[src/design/layer_record_deframer_core_assert.svh]
// ----------------------------------------------------------------------------
// Assertion macros for the layer record deframer
// Shared property forms, clocked on clk and held off during rst.
// ----------------------------------------------------------------------------
`ifndef LAYER_RECORD_DEFRAMER_CORE_ASSERT_SVH
`define LAYER_RECORD_DEFRAMER_CORE_ASSERT_SVH

// Same-cycle implication.
`define LRD_ASSERT_IMP(label, ante, cons) \
  label: assert property (@(posedge clk) disable iff (rst) (ante) |-> (cons)) \
    else $error("lrd assertion failed");

// Next-cycle implication.
`define LRD_ASSERT_NEXT(label, ante, cons) \
  label: assert property (@(posedge clk) disable iff (rst) (ante) |=> (cons)) \
    else $error("lrd assertion failed");

`endif

[src/design/lrd_pkg.sv]
// ----------------------------------------------------------------------------
// lrd_pkg
// Codes, command and status types shared by the deframer modules.
// ----------------------------------------------------------------------------
package lrd_pkg;

  // Event codes on the result channel
  localparam logic [2:0] EV_HEADER    = 3'd0;
  localparam logic [2:0] EV_OP        = 3'd1;
  localparam logic [2:0] EV_BAD_MAGIC = 3'd2;
  localparam logic [2:0] EV_BAD_TYPE  = 3'd3;
  localparam logic [2:0] EV_DONE      = 3'd4;

  // Op type bytes
  localparam logic [7:0] TYPE_CONV      = 8'd1;
  localparam logic [7:0] TYPE_BATCHNORM = 8'd2;
  localparam logic [7:0] TYPE_PRELU     = 8'd3;
  localparam logic [7:0] TYPE_ADD       = 8'd4;
  localparam logic [7:0] TYPE_GEMM      = 8'd5;
  localparam logic [7:0] TYPE_FLATTEN   = 8'd6;
  localparam logic [7:0] TYPE_SAVE      = 8'd7;
  localparam logic [7:0] TYPE_BLOCK     = 8'd8;

  // Op type classes by header layout
  localparam logic [2:0] TC_CONV  = 3'd0;
  localparam logic [2:0] TC_SIZE  = 3'd1;
  localparam logic [2:0] TC_GEMM  = 3'd2;
  localparam logic [2:0] TC_PLAIN = 3'd3;
  localparam logic [2:0] TC_BAD   = 3'd4;

  // Magic: three fixed bytes, then the version digit
  localparam logic [23:0] MAGIC_PREFIX = 24'h574646;
  localparam logic [7:0]  VER_CHAR_LO  = 8'h32;
  localparam logic [7:0]  VER_CHAR_HI  = 8'h34;
  localparam logic [7:0]  ASCII_ZERO   = 8'h30;
  localparam logic [2:0]  VER_BIAS_MIN = 3'd3;

  // Field accumulator operations
  localparam logic [1:0] ACC_NONE  = 2'd0;
  localparam logic [1:0] ACC_ADD   = 2'd1;
  localparam logic [1:0] ACC_CLEAR = 2'd2;

  // Register loads from the completed field
  localparam logic [3:0] LD_NONE    = 4'd0;
  localparam logic [3:0] LD_VERSION = 4'd1;
  localparam logic [3:0] LD_TOTAL   = 4'd2;
  localparam logic [3:0] LD_TYPE    = 4'd3;
  localparam logic [3:0] LD_COLS    = 4'd4;
  localparam logic [3:0] LD_ROWS    = 4'd5;
  localparam logic [3:0] LD_KH      = 4'd6;
  localparam logic [3:0] LD_KW      = 4'd7;
  localparam logic [3:0] LD_STRIDE  = 4'd8;
  localparam logic [3:0] LD_PAD     = 4'd9;
  localparam logic [3:0] LD_SIZE    = 4'd10;

  // Shared multiplier steps
  localparam logic [1:0] MUL_NONE = 2'd0;
  localparam logic [1:0] MUL_RC   = 2'd1;  // rows * cols
  localparam logic [1:0] MUL_KK   = 2'd2;  // kernel_h * kernel_w
  localparam logic [1:0] MUL_FIN  = 2'd3;  // partial * product

  typedef struct packed {
    logic [1:0] acc_op;
    logic [3:0] ld;
    logic       cnt_inc;
    logic       skip_dec;
    logic [1:0] mul_op;
    logic       add_len;
    logic       emit_en;
    logic [2:0] emit_ev;
    logic       emit_last;
  } ctl_cmd_t;

  typedef struct packed {
    logic [2:0] field_idx;
    logic       magic_ok;
    logic [2:0] type_class;
    logic       value_zero;
    logic       last_op;
    logic       skip_one;
    logic       skip_zero;
  } dp_status_t;

  typedef struct packed {
    logic [2:0]  event_res;
    logic [2:0]  version;
    logic [31:0] count;
    logic [7:0]  op_type;
    logic [31:0] rows;
    logic [31:0] cols;
    logic [15:0] kernel_h;
    logic [15:0] kernel_w;
    logic [15:0] stride;
    logic [15:0] padding;
    logic        last;
  } result_t;

endpackage

[src/design/lrd_if.sv]
// ----------------------------------------------------------------------------
// lrd_if
// Byte and result channels of the deframer, valid/ready handshake.
// ----------------------------------------------------------------------------
interface lrd_byte_if;
  logic       valid;
  logic       ready;
  logic [7:0] data_byte;
  logic       first;

  modport source (output valid, output data_byte, output first, input ready);
  modport sink (input valid, input data_byte, input first, output ready);
endinterface

interface lrd_result_if;
  logic        valid;
  logic        ready;
  logic [2:0]  event_res;
  logic [2:0]  version;
  logic [31:0] count;
  logic [7:0]  op_type;
  logic [31:0] rows;
  logic [31:0] cols;
  logic [15:0] kernel_h;
  logic [15:0] kernel_w;
  logic [15:0] stride;
  logic [15:0] padding;
  logic        last;

  modport source (output valid, output event_res, output version, output count,
                  output op_type, output rows, output cols, output kernel_h,
                  output kernel_w, output stride, output padding, output last,
                  input ready);
  modport sink (input valid, input event_res, input version, input count,
                input op_type, input rows, input cols, input kernel_h,
                input kernel_w, input stride, input padding, input last,
                output ready);
endinterface

[src/design/lrd_datapath.sv]
// ----------------------------------------------------------------------------
// lrd_datapath
// Field assembly, held op header, op counters, payload length and result
// register of the deframer.
// ----------------------------------------------------------------------------
module lrd_datapath (
  input  logic                 clk,
  input  logic                 rst,
  input  logic [7:0]           data_byte,
  input  logic                 first,
  input  lrd_pkg::ctl_cmd_t    cmd,
  output lrd_pkg::dp_status_t  status,
  output lrd_pkg::result_t     res
);
  import lrd_pkg::*;

  logic [2:0]  field_idx, field_idx_next;
  logic [31:0] field_acc, field_acc_next;
  logic [2:0]  format_version, format_version_next;
  logic [31:0] total_ops, total_ops_next;
  logic [31:0] op_counter, op_counter_next;
  logic [7:0]  current_type, current_type_next;
  logic [31:0] held_rows, held_rows_next;
  logic [31:0] held_cols, held_cols_next;
  logic [15:0] held_kernel_h, held_kernel_h_next;
  logic [15:0] held_kernel_w, held_kernel_w_next;
  logic [15:0] held_stride, held_stride_next;
  logic [15:0] held_padding, held_padding_next;
  logic [63:0] skip_remaining, skip_remaining_next;
  logic [63:0] mul_prod;
  logic [31:0] mul_partial;

  logic [2:0]  idx_eff;
  logic [31:0] acc_eff;
  logic [31:0] value;
  logic [7:0]  ver_byte;
  logic [31:0] mul_a, mul_b;
  logic [63:0] mul_full;
  logic [63:0] len_addend;
  logic [64:0] len_sum;

  // A new stream starts from an empty field
  assign idx_eff  = first ? 3'd0 : field_idx;
  assign acc_eff  = first ? 32'd0 : field_acc;
  assign value    = acc_eff | ({24'd0, data_byte} << {idx_eff[1:0], 3'b000});
  assign ver_byte = value[31:24] - ASCII_ZERO;

  always_comb begin
    status.field_idx  = idx_eff;
    status.magic_ok   = (value[23:0] == MAGIC_PREFIX) && (value[31:24] >= VER_CHAR_LO) &&
                        (value[31:24] <= VER_CHAR_HI);
    status.value_zero = (value == 32'd0);
    status.last_op    = ((op_counter + 32'd1) == total_ops);
    status.skip_one   = (skip_remaining == 64'd1);
    status.skip_zero  = (skip_remaining == 64'd0);
    case (data_byte)
      TYPE_CONV:                                         status.type_class = TC_CONV;
      TYPE_BATCHNORM, TYPE_PRELU:                        status.type_class = TC_SIZE;
      TYPE_GEMM:                                         status.type_class = TC_GEMM;
      TYPE_ADD, TYPE_FLATTEN, TYPE_SAVE, TYPE_BLOCK:     status.type_class = TC_PLAIN;
      default:                                           status.type_class = TC_BAD;
    endcase
  end

  // Shared 32x32 multiplier
  always_comb begin
    case (cmd.mul_op)
      MUL_KK: begin
        mul_a = {16'd0, held_kernel_h};
        mul_b = {16'd0, held_kernel_w};
      end
      MUL_FIN: begin
        mul_a = mul_partial;
        mul_b = mul_prod[31:0];
      end
      default: begin
        mul_a = held_rows;
        mul_b = held_cols;
      end
    endcase
  end
  assign mul_full = mul_a * mul_b;

  // Bias term: 8 bytes per held row; conv before version 3 carries 4 per output channel
  always_comb begin
    if (current_type == TYPE_CONV && format_version < VER_BIAS_MIN)
      len_addend = {30'd0, held_rows, 2'b00};
    else
      len_addend = {29'd0, held_rows, 3'b000};
  end
  assign len_sum = {1'b0, mul_prod} + {1'b0, len_addend};

  always_comb begin
    field_idx_next      = field_idx;
    field_acc_next      = field_acc;
    format_version_next = format_version;
    total_ops_next      = total_ops;
    op_counter_next     = op_counter;
    current_type_next   = current_type;
    held_rows_next      = held_rows;
    held_cols_next      = held_cols;
    held_kernel_h_next  = held_kernel_h;
    held_kernel_w_next  = held_kernel_w;
    held_stride_next    = held_stride;
    held_padding_next   = held_padding;
    skip_remaining_next = skip_remaining;

    case (cmd.acc_op)
      ACC_ADD: begin
        field_idx_next = idx_eff + 3'd1;
        field_acc_next = value;
      end
      ACC_CLEAR: begin
        field_idx_next = 3'd0;
        field_acc_next = 32'd0;
      end
      default: ;
    endcase

    case (cmd.ld)
      LD_VERSION: format_version_next = status.magic_ok ? ver_byte[2:0] : 3'd0;
      LD_TOTAL: begin
        total_ops_next  = value;
        op_counter_next = 32'd0;
      end
      LD_TYPE: begin
        current_type_next   = data_byte;
        held_rows_next      = 32'd0;
        held_cols_next      = 32'd0;
        held_kernel_h_next  = 16'd0;
        held_kernel_w_next  = 16'd0;
        held_stride_next    = 16'd0;
        held_padding_next   = 16'd0;
        skip_remaining_next = 64'd0;
      end
      LD_COLS:   held_cols_next     = value;
      LD_ROWS:   held_rows_next     = value;
      LD_KH:     held_kernel_h_next = value[15:0];
      LD_KW:     held_kernel_w_next = value[15:0];
      LD_STRIDE: held_stride_next   = value[15:0];
      LD_PAD:    held_padding_next  = value[15:0];
      LD_SIZE: begin
        held_rows_next = value;
        if (current_type == TYPE_BATCHNORM)
          skip_remaining_next = {29'd0, value, 3'b000};
        else
          skip_remaining_next = {30'd0, value, 2'b00};
      end
      default: ;
    endcase

    if (cmd.cnt_inc)
      op_counter_next = op_counter + 32'd1;
    if (cmd.skip_dec)
      skip_remaining_next = skip_remaining - 64'd1;
    if (cmd.add_len)
      skip_remaining_next = len_sum[64] ? {64{1'b1}} : len_sum[63:0];
  end

  always_ff @(posedge clk) begin
    if (rst) begin
      field_idx      <= 3'd0;
      field_acc      <= 32'd0;
      format_version <= 3'd0;
      total_ops      <= 32'd0;
      op_counter     <= 32'd0;
      skip_remaining <= 64'd0;
    end else begin
      field_idx      <= field_idx_next;
      field_acc      <= field_acc_next;
      format_version <= format_version_next;
      total_ops      <= total_ops_next;
      op_counter     <= op_counter_next;
      skip_remaining <= skip_remaining_next;
    end
  end

  always_ff @(posedge clk) begin
    current_type  <= current_type_next;
    held_rows     <= held_rows_next;
    held_cols     <= held_cols_next;
    held_kernel_h <= held_kernel_h_next;
    held_kernel_w <= held_kernel_w_next;
    held_stride   <= held_stride_next;
    held_padding  <= held_padding_next;
    case (cmd.mul_op)
      MUL_RC, MUL_FIN: mul_prod <= mul_full;
      MUL_KK: begin
        mul_partial <= mul_prod[31:0];
        mul_prod    <= mul_full;
      end
      default: ;
    endcase
  end

  // Result register: loads post-edge values; op count is the pre-increment one
  always_ff @(posedge clk) begin
    if (cmd.emit_en) begin
      res.event_res <= cmd.emit_ev;
      res.version   <= (cmd.emit_ev == EV_BAD_MAGIC) ? 3'd0 : format_version_next;
      res.last      <= cmd.emit_last;
      case (cmd.emit_ev)
        EV_HEADER, EV_DONE:  res.count <= total_ops_next;
        EV_OP, EV_BAD_TYPE:  res.count <= op_counter;
        default:             res.count <= 32'd0;
      endcase
      if (cmd.emit_ev == EV_OP || cmd.emit_ev == EV_BAD_TYPE) begin
        res.op_type  <= current_type_next;
        res.rows     <= held_rows_next;
        res.cols     <= held_cols_next;
        res.kernel_h <= held_kernel_h_next;
        res.kernel_w <= held_kernel_w_next;
        res.stride   <= held_stride_next;
        res.padding  <= held_padding_next;
      end else begin
        res.op_type  <= 8'd0;
        res.rows     <= 32'd0;
        res.cols     <= 32'd0;
        res.kernel_h <= 16'd0;
        res.kernel_w <= 16'd0;
        res.stride   <= 16'd0;
        res.padding  <= 16'd0;
      end
    end
  end

endmodule

[src/design/lrd_ctrl.sv]
// ----------------------------------------------------------------------------
// lrd_ctrl
// Parse phase and sequencer of the deframer; drives the datapath commands
// and both handshakes.
// ----------------------------------------------------------------------------
`include "layer_record_deframer_core_assert.svh"

module lrd_ctrl (
  input  logic                 clk,
  input  logic                 rst,
  input  logic                 in_valid,
  input  logic                 in_first,
  output logic                 in_ready,
  output logic                 out_valid,
  input  logic                 out_ready,
  input  lrd_pkg::dp_status_t  status,
  output lrd_pkg::ctl_cmd_t    cmd
);
  import lrd_pkg::*;

  // Parse phases
  localparam logic [3:0] PH_MAGIC  = 4'd0;
  localparam logic [3:0] PH_COUNT  = 4'd1;
  localparam logic [3:0] PH_TYPE   = 4'd2;
  localparam logic [3:0] PH_CIN    = 4'd3;
  localparam logic [3:0] PH_COUT   = 4'd4;
  localparam logic [3:0] PH_KH     = 4'd5;
  localparam logic [3:0] PH_KW     = 4'd6;
  localparam logic [3:0] PH_STRIDE = 4'd7;
  localparam logic [3:0] PH_PAD    = 4'd8;
  localparam logic [3:0] PH_SIZE   = 4'd9;
  localparam logic [3:0] PH_GEMM_N = 4'd10;
  localparam logic [3:0] PH_GEMM_K = 4'd11;
  localparam logic [3:0] PH_SKIP   = 4'd12;
  localparam logic [3:0] PH_HALT   = 4'd13;

  // Sequencer states
  localparam logic [2:0] S_IN      = 3'd0;
  localparam logic [2:0] S_MUL_RC  = 3'd1;
  localparam logic [2:0] S_MUL_KK  = 3'd2;
  localparam logic [2:0] S_MUL_FIN = 3'd3;
  localparam logic [2:0] S_ADD     = 3'd4;
  localparam logic [2:0] S_OP      = 3'd5;
  localparam logic [2:0] S_SECOND  = 3'd6;

  logic [3:0] phase, phase_next;
  logic [2:0] seq, seq_next;
  logic [3:0] ph_eff;
  logic [2:0] need;
  logic       field_done;
  logic       out_free;
  logic       accept;

  assign out_free   = !out_valid || out_ready;
  assign in_ready   = (seq == S_IN) && out_free;
  assign accept     = in_valid && in_ready;
  assign ph_eff     = in_first ? PH_MAGIC : phase;
  assign need       = (ph_eff inside {PH_MAGIC, PH_COUNT, PH_GEMM_N, PH_GEMM_K}) ? 3'd4 : 3'd2;
  assign field_done = (status.field_idx + 3'd1) >= need;

  always_comb begin
    cmd        = '0;
    phase_next = phase;
    seq_next   = seq;

    case (seq)
      S_IN: begin
        if (accept) begin
          phase_next = ph_eff;
          case (ph_eff)
            PH_HALT: ;
            PH_SKIP: begin
              cmd.skip_dec = 1'b1;
              if (status.skip_one) begin
                cmd.cnt_inc = 1'b1;
                if (status.last_op) begin
                  cmd.emit_en   = 1'b1;
                  cmd.emit_ev   = EV_DONE;
                  cmd.emit_last = 1'b1;
                  phase_next    = PH_HALT;
                end else begin
                  phase_next = PH_TYPE;
                end
              end
            end
            PH_TYPE: begin
              cmd.ld     = LD_TYPE;
              cmd.acc_op = ACC_CLEAR;
              case (status.type_class)
                TC_CONV: phase_next = PH_CIN;
                TC_SIZE: phase_next = PH_SIZE;
                TC_GEMM: phase_next = PH_GEMM_N;
                TC_PLAIN: begin
                  cmd.emit_en = 1'b1;
                  cmd.emit_ev = EV_OP;
                  cmd.cnt_inc = 1'b1;
                  if (status.last_op) begin
                    seq_next   = S_SECOND;
                    phase_next = PH_HALT;
                  end else begin
                    cmd.emit_last = 1'b1;
                    phase_next    = PH_TYPE;
                  end
                end
                default: begin
                  cmd.emit_en   = 1'b1;
                  cmd.emit_ev   = EV_BAD_TYPE;
                  cmd.emit_last = 1'b1;
                  phase_next    = PH_HALT;
                end
              endcase
            end
            default: begin
              if (!field_done) begin
                cmd.acc_op = ACC_ADD;
              end else begin
                cmd.acc_op = ACC_CLEAR;
                case (ph_eff)
                  PH_MAGIC: begin
                    cmd.ld = LD_VERSION;
                    if (status.magic_ok) begin
                      phase_next = PH_COUNT;
                    end else begin
                      cmd.emit_en   = 1'b1;
                      cmd.emit_ev   = EV_BAD_MAGIC;
                      cmd.emit_last = 1'b1;
                      phase_next    = PH_HALT;
                    end
                  end
                  PH_COUNT: begin
                    cmd.ld      = LD_TOTAL;
                    cmd.emit_en = 1'b1;
                    cmd.emit_ev = EV_HEADER;
                    if (status.value_zero) begin
                      seq_next   = S_SECOND;
                      phase_next = PH_HALT;
                    end else begin
                      cmd.emit_last = 1'b1;
                      phase_next    = PH_TYPE;
                    end
                  end
                  PH_CIN: begin
                    cmd.ld     = LD_COLS;
                    phase_next = PH_COUT;
                  end
                  PH_COUT: begin
                    cmd.ld     = LD_ROWS;
                    phase_next = PH_KH;
                  end
                  PH_KH: begin
                    cmd.ld     = LD_KH;
                    phase_next = PH_KW;
                  end
                  PH_KW: begin
                    cmd.ld     = LD_KW;
                    phase_next = PH_STRIDE;
                  end
                  PH_STRIDE: begin
                    cmd.ld     = LD_STRIDE;
                    phase_next = PH_PAD;
                  end
                  PH_PAD: begin
                    cmd.ld   = LD_PAD;
                    seq_next = S_MUL_RC;
                  end
                  PH_SIZE: begin
                    cmd.ld      = LD_SIZE;
                    cmd.emit_en = 1'b1;
                    cmd.emit_ev = EV_OP;
                    if (status.value_zero) begin
                      cmd.cnt_inc = 1'b1;
                      if (status.last_op) begin
                        seq_next   = S_SECOND;
                        phase_next = PH_HALT;
                      end else begin
                        cmd.emit_last = 1'b1;
                        phase_next    = PH_TYPE;
                      end
                    end else begin
                      cmd.emit_last = 1'b1;
                      phase_next    = PH_SKIP;
                    end
                  end
                  PH_GEMM_N: begin
                    cmd.ld     = LD_ROWS;
                    phase_next = PH_GEMM_K;
                  end
                  PH_GEMM_K: begin
                    cmd.ld   = LD_COLS;
                    seq_next = S_MUL_RC;
                  end
                  default: ;
                endcase
              end
            end
          endcase
        end
      end
      S_MUL_RC: begin
        cmd.mul_op = MUL_RC;
        seq_next   = (phase == PH_PAD) ? S_MUL_KK : S_ADD;
      end
      S_MUL_KK: begin
        cmd.mul_op = MUL_KK;
        seq_next   = S_MUL_FIN;
      end
      S_MUL_FIN: begin
        cmd.mul_op = MUL_FIN;
        seq_next   = S_ADD;
      end
      S_ADD: begin
        cmd.add_len = 1'b1;
        seq_next    = S_OP;
      end
      S_OP: begin
        if (out_free) begin
          cmd.emit_en = 1'b1;
          cmd.emit_ev = EV_OP;
          seq_next    = S_IN;
          if (status.skip_zero) begin
            cmd.cnt_inc = 1'b1;
            if (status.last_op) begin
              seq_next   = S_SECOND;
              phase_next = PH_HALT;
            end else begin
              cmd.emit_last = 1'b1;
              phase_next    = PH_TYPE;
            end
          end else begin
            cmd.emit_last = 1'b1;
            phase_next    = PH_SKIP;
          end
        end
      end
      S_SECOND: begin
        if (out_free) begin
          cmd.emit_en   = 1'b1;
          cmd.emit_ev   = EV_DONE;
          cmd.emit_last = 1'b1;
          seq_next      = S_IN;
        end
      end
      default: seq_next = S_IN;
    endcase
  end

  always_ff @(posedge clk) begin
    if (rst) begin
      phase     <= PH_MAGIC;
      seq       <= S_IN;
      out_valid <= 1'b0;
    end else begin
      phase <= phase_next;
      seq   <= seq_next;
      if (cmd.emit_en)
        out_valid <= 1'b1;
      else if (out_ready)
        out_valid <= 1'b0;
    end
  end

  `LRD_ASSERT_IMP(a_second_halts, seq == S_SECOND, phase == PH_HALT)
  `LRD_ASSERT_NEXT(a_early_then_done, cmd.emit_en && !cmd.emit_last, seq == S_SECOND)
  `LRD_ASSERT_IMP(a_len_phase, seq != S_IN && seq != S_SECOND, phase == PH_PAD || phase == PH_GEMM_K)
  `LRD_ASSERT_IMP(a_halt_silent, accept && ph_eff == PH_HALT, !cmd.emit_en)

endmodule

[src/design/layer_record_deframer_core.sv]
// ----------------------------------------------------------------------------
// layer_record_deframer_core
// Weight-file stream deframer: magic and op count, typed op headers, payload
// skipping, with header, op, error and done reports.
// Throughput: one byte per cycle while results are taken as they appear and no
// header length or second result is pending. A result is registered; one that a
// byte causes directly shows in the cycle after that byte; a byte with two
// results holds the input off while the second waits. Conv and gemm headers pass
// the shared 32x32 multiplier, then a 64-bit saturating add, before the op report.
// Reset (rst, synchronous): parser waits for the magic, no result pending.
// ----------------------------------------------------------------------------
module layer_record_deframer_core (
  input  logic clk,
  input  logic rst,
  lrd_byte_if.sink     bytes,
  lrd_result_if.source results
);
  import lrd_pkg::*;

  // Controller and datapath exchange only commands and status.
  ctl_cmd_t   cmd;
  dp_status_t status;
  result_t    res;
  logic       out_valid;

  // Controller: parse phase, length sequencer, and both handshakes. The
  // input is held off while a header length is being computed, or while a
  // second result (always done) waits for the output register.
  lrd_ctrl u_ctrl (
    .clk       (clk),
    .rst       (rst),
    .in_valid  (bytes.valid),
    .in_first  (bytes.first),
    .in_ready  (bytes.ready),
    .out_valid (out_valid),
    .out_ready (results.ready),
    .status    (status),
    .cmd       (cmd)
  );

  // Datapath: field assembly, held header, op counters, payload length via
  // the shared multiplier, and the result register.
  lrd_datapath u_dp (
    .clk       (clk),
    .rst       (rst),
    .data_byte (bytes.data_byte),
    .first     (bytes.first),
    .cmd       (cmd),
    .status    (status),
    .res       (res)
  );

  // Drive the result beat straight from the result register.
  assign results.valid     = out_valid;
  assign results.event_res = res.event_res;
  assign results.version   = res.version;
  assign results.count     = res.count;
  assign results.op_type   = res.op_type;
  assign results.rows      = res.rows;
  assign results.cols      = res.cols;
  assign results.kernel_h  = res.kernel_h;
  assign results.kernel_w  = res.kernel_w;
  assign results.stride    = res.stride;
  assign results.padding   = res.padding;
  assign results.last      = res.last;

endmodule
[src/flat_wrapper.sv]
// flat-port wrapper written by rule: the top's interface ports become plain ports
module layer_record_deframer_core_flat import lrd_pkg::*;
  (clk, rst, bytes_valid, bytes_data_byte, bytes_first, bytes_ready, results_valid, results_event_res, results_version, results_count, results_op_type, results_rows, results_cols, results_kernel_h, results_kernel_w, results_stride, results_padding, results_last, results_ready);
  lrd_byte_if bytes_i ();
  lrd_result_if results_i ();
  input  logic clk;
  input  logic rst;
  input wire logic [$bits(bytes_i.valid)-1:0] bytes_valid;
  input wire logic [$bits(bytes_i.data_byte)-1:0] bytes_data_byte;
  input wire logic [$bits(bytes_i.first)-1:0] bytes_first;
  output wire logic [$bits(bytes_i.ready)-1:0] bytes_ready;
  output wire logic [$bits(results_i.valid)-1:0] results_valid;
  output wire logic [$bits(results_i.event_res)-1:0] results_event_res;
  output wire logic [$bits(results_i.version)-1:0] results_version;
  output wire logic [$bits(results_i.count)-1:0] results_count;
  output wire logic [$bits(results_i.op_type)-1:0] results_op_type;
  output wire logic [$bits(results_i.rows)-1:0] results_rows;
  output wire logic [$bits(results_i.cols)-1:0] results_cols;
  output wire logic [$bits(results_i.kernel_h)-1:0] results_kernel_h;
  output wire logic [$bits(results_i.kernel_w)-1:0] results_kernel_w;
  output wire logic [$bits(results_i.stride)-1:0] results_stride;
  output wire logic [$bits(results_i.padding)-1:0] results_padding;
  output wire logic [$bits(results_i.last)-1:0] results_last;
  input wire logic [$bits(results_i.ready)-1:0] results_ready;
  assign bytes_i.valid = bytes_valid;
  assign bytes_i.data_byte = bytes_data_byte;
  assign bytes_i.first = bytes_first;
  assign bytes_ready = bytes_i.ready;
  assign results_valid = results_i.valid;
  assign results_event_res = results_i.event_res;
  assign results_version = results_i.version;
  assign results_count = results_i.count;
  assign results_op_type = results_i.op_type;
  assign results_rows = results_i.rows;
  assign results_cols = results_i.cols;
  assign results_kernel_h = results_i.kernel_h;
  assign results_kernel_w = results_i.kernel_w;
  assign results_stride = results_i.stride;
  assign results_padding = results_i.padding;
  assign results_last = results_i.last;
  assign results_i.ready = results_ready;
  layer_record_deframer_core u_core (.clk(clk), .rst(rst), .bytes(bytes_i), .results(results_i));
endmodule
[config.mk]
export PLATFORM = sky130hd
export DESIGN_NAME = layer_record_deframer_core_flat
export DESIGN_NICKNAME = d
export VERILOG_FILES = /design/src/design/lrd_pkg.sv /design/src/design/lrd_if.sv /design/src/design/lrd_datapath.sv /design/src/design/lrd_ctrl.sv /design/src/design/layer_record_deframer_core.sv /design/src/flat_wrapper.sv
export VERILOG_INCLUDE_DIRS = /design/src /design/src/design
export SDC_FILE = /design/constraint.sdc
export NUM_CORES = 2
export LEC_CHECK = 0
export BUFFER_PORTS_ARGS = -buffer_cell sky130_fd_sc_hd__buf_2
export CAP_MARGIN = 10
export CORE_MARGIN = 1.5
export CORE_UTILIZATION = 50
export CTS_BUF_LIST = sky130_fd_sc_hd__clkbuf_8 sky130_fd_sc_hd__clkbuf_16
export DETAILED_ROUTE_END_ITERATION = 10
export GPL_ROUTABILITY_DRIVEN = 0
export PLACE_DENSITY = 0.69
export SLEW_MARGIN = 10
export SYNTH_ARGS = -nofsm -noshare
export SYNTH_HDL_FRONTEND = slang
export SYNTH_SLANG_ARGS = --single-unit
[constraint.sdc]
create_clock -name clk -period 13.6 [get_ports clk]
set_input_delay 1.36 -clock clk [delete_from_list [all_inputs] [get_ports clk]]
set_output_delay 1.36 -clock clk [all_outputs]
set_load 0.02 [all_outputs]
## Word-level counts from Yosys, hierarchy flattened

Memory sizes are Yosys's and may differ from the RTL's.
Cells that the tools add are included.

| storage, ports and cells | value |
|---|---|
| latch bits | 0 |
| memories kept | 1 |
| output and inout bits | 177 |
| logic and storage cells | 220 |
| ROM bits | 48 |
| bits of input ports | 13 |
| register bits after elaboration | 581 |
| bits in writable memories | 0 |

Memory list:

| name | depth | width | rd ports | clocked after memory_dff | write ports | line | text |
|---|---|---|---|---|---|---|---|
| (no name shown) | 16 | 3 | 1 | 0 | 0 | lrd_datapath.sv:56 | `case (data_byte)` |

| operators by class | value |
|---|---|
| divide/modulo/power cells | 0 |
| mux-type cells | 90 |
| bitwise gates (word level) | 1 |
| equality and inequality tests | 56 |
| add/subtract/negate cells | 5 |
| magnitude comparators | 4 |
| shift operators | 1 |
| multiply operators | 1 |
| reduce and logical (&&, ||, !) cells | 32 |

Operators by type and width:

| cell | count |
|---|---|
| case mux 32 bit (2 select lines) | 6 |
| 2-to-1 mux 64 bit | 3 |
| 2-to-1 mux 32 bit | 4 |
| case mux 16 bit (2 select lines) | 4 |
| case mux 64 bit (2 select lines) | 1 |
| case mux 4 bit (9 select lines) | 2 |
| 2-to-1 mux 35 bit | 2 |
| adder 64 x 64 -> 65 bit | 1 |
| equality test 64 x 1 -> 1 bit (second input constant) | 1 |
| zero test 64 bit | 1 |
| multiplier 32 x 32 -> 64 bit | 1 |
| subtractor 64 x 1 -> 64 bit (second input constant) | 1 |
| 2-to-1 mux 3 bit | 16 |
| case mux 5 bit (3 select lines) | 3 |
| equality test 4 bit (second input constant) | 10 |
| 2-to-1 mux 4 bit | 10 |
| 2-to-1 mux 5 bit | 8 |
| adder 32 x 1 -> 32 bit (second input constant) | 1 |
| equality test 32 bit | 1 |
| equality test 4 x 3 -> 1 bit (second input constant) | 8 |
| zero test 32 bit | 1 |
| OR 32 bit | 1 |
| << shifter 8 x 5 -> 32 bit | 1 |
| equality test 24 x 23 -> 1 bit (second input constant) | 1 |
| 45 further kinds | 102 |

## Longest topological paths before layout

| logic depth | value |
|---|---|
| word-level depth | 15 |
| mapped depth | 35 |

## By module

Synthesis repeated with hierarchy kept, for this count alone.

| second synthesis, totals | value |
|---|---|
| cells, all modules | 6,882 |
| area, all modules | 61,345.1 um2 |

By module, submodules not included:

| module | cells an instance | area each (um2) | instances | seq. area each (um2) |
|---|---|---|---|---|
| lrd_datapath | 6,661 | 59,862.4 | 1 | 14,183.6 |
| lrd_ctrl | 221 | 1,482.7 | 1 | 160.2 |

## Worst setup path before layout

OpenSTA, ideal clock, no wires.

| timing | value |
|---|---|
| kind | input-to-reg |
| from | input port results_ready |
| to | register, netlist name u_core.u_dp.res[0] |
| library setup time | 0.952 ns |
| buffers on the path | 0 |
| cell stages on the path | 2 |
| slack | -0.974 ns |
| data arrival time | 13.622 ns |
| cell sequence | nor2b_1 > o21ai_0 |

RTL lines:

| what | line | text |
|---|---|---|
| start, declared | flat_wrapper.sv:24 | `input wire logic [$bits(results_i.ready)-1:0] results_ready;` |

## Final worst setup path

| timing | value |
|---|---|
| from | register u_core.u_ctrl.seq[2] |
| to | register u_core.u_dp.mul_prod[57] (data pin) |

| on the way | value |
|---|---|
| cells in the longest elaborated chain, start to end | 5 |
| elaborated cells on any way between the ends | 9 |
| classes of those cells | mul (1); eq/ne (5); mux (3) |

RTL lines:

| what | line | text |
|---|---|---|
| start, declared | lrd_ctrl.sv:47 | `logic [2:0] seq, seq_next;` |
| start signal, assigned | lrd_ctrl.sv:254 | `seq <= seq_next;` |
| equality test 3 x 2 -> 1 bit or equality test 3 x 1 -> 1 bit (tied branches) | lrd_ctrl.sv:66 | `case (seq)` |
| case mux 2 bit (3 select lines) (*) | lrd_ctrl.sv:66 |  |
| equality test 2 bit | lrd_datapath.sv:67 | `case (cmd.mul_op)` |
| case mux 32 bit (2 select lines) | lrd_datapath.sv:67 |  |
| multiplier 32 x 32 -> 64 bit (*) | lrd_datapath.sv:82 | `assign mul_full = mul_a * mul_b;` |
| named net u_core.u_dp.mul_full[57] | lrd_datapath.sv:38 | `logic [63:0] mul_full;` |
| end signal, assigned | lrd_datapath.sv:187 | `MUL_RC, MUL_FIN: mul_prod <= mul_full;` |
| end signal, assigned | lrd_datapath.sv:190 | `mul_prod <= mul_full;` |
| end, declared | lrd_datapath.sv:30 | `logic [63:0] mul_prod;` |

The timed path passes the listed nets; every way through them passes the cells marked *.
A chain may end at the register's enable or synchronous reset.

==> impl_metrics.yaml <==
run_status:
  status: "finished, final reports clean"
finish:
  seqCellArea_sq_mm: 0.0143
  post-route-util_pct: 54.3
  fillCellCount: 11000
  syn_to_final_growth_pct: 7.69
  fin_cells: 8584
  final_layout_size_suffix_gt1_share_pct: 7.95
  nNetsFinal: 8117
  multi_input_area_sq_mm: 0.0423
worst_setup_path:
  endpoint_kind: "flop"
  crit_top_cell: "fa_1"
  critPathBufInv: 3
  crit_family: "adder cells"
  cp_slowest_cell: "o21a_1"
  crit_required_ns: 14.01
  max_stage_delay_ns: 1.10
  critical_path_arrival_ns: 11.87
  worst_setup_path_start_kind: "flop"
  cp_max_fo: 133
  worstSetupPathType: "flop to flop"
  regToRegStartpoint: "u_core.u_ctrl.seq[2]"
  cp-startpoint: "u_core.u_ctrl.seq[2]"
floorplan:
  placeableCoreArea_sq_mm: 0.122
  rows: 128
  chipHeight_um: 353
  start_util_pct: 50.4
  dieArea_sq_mm: 0.125
  ioPinCount: 190
  die_x_um: 353
sta:
  worst_slew_pin_slew_ns: 1.36
  final-setup-viol-count: 0
  max_freq_mhz: 87.3
  hold_viol: 0
  finalCritPeriodShare_pct: 84.2
  skew_ns: 0.0870
  drv_slew: 0
  grt_setup_unrepaired: "no"
  fin_tns_setup_ns: 0
  fin_crit_ns: 11.46
  max_slew_margin_pct: 8.49
  fin_hold_ws_ns: 0.464
power_and_ir_drop:
  leakage_uw: 0.0285
  ir_drop_uv: 154
  power.total_uw: 6220
  powerDensity_mw_per_mm2: 94.2
synth:
  synth_edf_count: 271
  ys_ff_latch: 581
  ys_seq_area_share_pct: 23.4
  synth_area_sq_mm: 0.0613
  synth-compound-area-share_pct: 11.1
  synth_top_area_cell: "fa_1"
  yosys_warnings: 0
  netlist.area_leader.share_pct: 29.3
  synth_area_leaders: "fa_1, edfxtp_1, dfxtp_1"
  synth-adder-area-share_pct: 35.5
  synthArstFlopShare_pct: 0
  muxShareOfSynthArea_pct: 1.28
  synth_ff_type: "dfxtp_1"
  syn_inst: 6938
  synth_top_family_by_area: "adder cells"
  syn_nets: 8151
  synth-xor-area-share_pct: 2.69
  ys_types: 94
  syn_area_per_cell_sq_um: 8.84
  synth-simple-area-share_pct: 18.1
global_routing:
  antenna_found_initial: 7
  grt_pass1_wl_um: 311000
  grt_max_degree: 134
  grt_pass1_vias: 50900
  grt_overflow_total: 0
  grt.total_usage_pct: 32.7
clock_network:
  clock_sinks: 581
  cts_tree: "built"
  holdBufCountCts: 0
  cts_made_buffers: 59
  htreeDepth: 2
  clkLatencyLatePin_ns: 0.71
  post_cts_buffers: 0
  root_buffer: "clkbuf_16"
  clockBufferDepth: 3
  clkTransAtPathRegs_ns: 0.07
  cts-resized-gates: 0
place:
  io_buffers: 189
  dp_hpwl_um: 153000
  place_inst: 8468
worst_hold_path:
  hp-class: "flop to flop"
  min_from: "u_core.u_dp.mul_prod[26]"
drt:
  ant_nets: 0
  vias: 52000
  firstDrtPassIters: 9
  dr.first_iter.drc_count: 6101
  drc: 0
  wirelength_um: 206000
  avgViaCountPerCell: 6.05
  routedWlPerCell_um: 24.0
run:
  maxCapViolations: 0
-- registers in the layout, indices dropped and copies added, names as in the netlist --
register / flops
u_core.u_ctrl.out_valid: 1
u_core.u_ctrl.phase: 4
u_core.u_ctrl.seq: 3
u_core.u_dp.current_type: 8
u_core.u_dp.field_acc: 32
u_core.u_dp.field_idx: 3
u_core.u_dp.format_version: 3
u_core.u_dp.held_cols: 32
u_core.u_dp.held_kernel_h: 16
u_core.u_dp.held_kernel_w: 16
u_core.u_dp.held_padding: 16
u_core.u_dp.held_rows: 32
u_core.u_dp.held_stride: 16
u_core.u_dp.mul_partial: 32
u_core.u_dp.mul_prod: 64
u_core.u_dp.op_counter: 32
u_core.u_dp.res: 175
u_core.u_dp.skip_remaining: 64
u_core.u_dp.total_ops: 32
-- worst paths after layout --
check / endpoint / cells after the start / slack [ns]
max reg2reg: u_core.u_dp.mul_prod[57] / 25 / 2.14
max: u_core.u_dp.mul_prod[57] / 25 / 2.14
min: u_core.u_dp.mul_partial[26] / 0 / 0.46
min reg2reg: u_core.u_dp.mul_partial[26] / 0 / 0.46
-- logic make-up after synthesis --
kind of cell | after synthesis
AOI/OAI and AO/OA | 1137
xor gates and xnor gates | 188
adders and majority gates | 1200
buffers and inverters | 1294
DFF | 581
muxes | 74
and+or+nand+nor | 2464
-- power by group --
group / internal, uW / total (uW) / switching, uW / leakage (uW)
registers: 2150 / 2400 / 250 / 0.00499
logic: 612 / 2070 / 1460 / 0.0224
clock network: 987 / 1750 / 759 / 0.00105
-- cell usage in the layout (no fill, tap or decap), types with 70 or more instances in the layout --
cell	netlist	layout
fa_1	897	897
inv_1	881	889
nand2_1	882	878
nor2_1	847	843
o21ai_0	357	337
a21oi_1	316	314
dfxtp_1	310	309
ha_1	303	303
edfxtp_1	271	271
buf_2	36	188
nand3_1	168	168
and2_1	163	162
buf_4	2	129
xnor2_1	118	118
nor3_1	80	80
o21a_1	80	80
xor2_1	70	70
-- layout make-up --
class,instances,area share [%]
Timing Repair Buffer,318,2.92
Inverter,881,5.01
Tap cell,1625,3.08
Sequential cell,581,21.7
Antenna cell,4,0.0152
Clock inverter,43,0.724
Multi-Input combinational cell,5063,64.0
Clock buffer,69,2.48
-- routing by layer --
| metal | vias up | track usage, % | share of wire, % |
|---|---|---|---|
| li1 | 22400 | - | - |
| met1 | 25500 | 43.2 | 38 |
| met2 | 3324 | 48.8 | 43 |
| met3 | 704 | 10.3 | 13 |
| met4 | 8 | 15.6 | 5.7 |
| met5 | - | 0.189 | 0.022 |
-- cell usage after synthesis, drive strengths merged, types with 41 or more instances --
master,count
o21ai,415
ha,303
dfxtp,310
o21a,80
buf,72
nor4,45
edfxtp,271
fa,897
and2,164
a21oi,317
a22oi,41
inv,881
nand2,883
xor2,70
nand3,171
nor3,87
nand4,47
nor2,849
xnor2,118
o31ai,47
clkbuf,341
-- metrics by stage --
step,cell area (sq um),setup slack [ns]
after floorplan,61300,3.75
after global placement,63900,2.69
after detailed placement,63900,2.56
after CTS,66000,2.50
after global routing,66000,1.81
final,66000,2.14
Power figures use the tool's default switching activity.
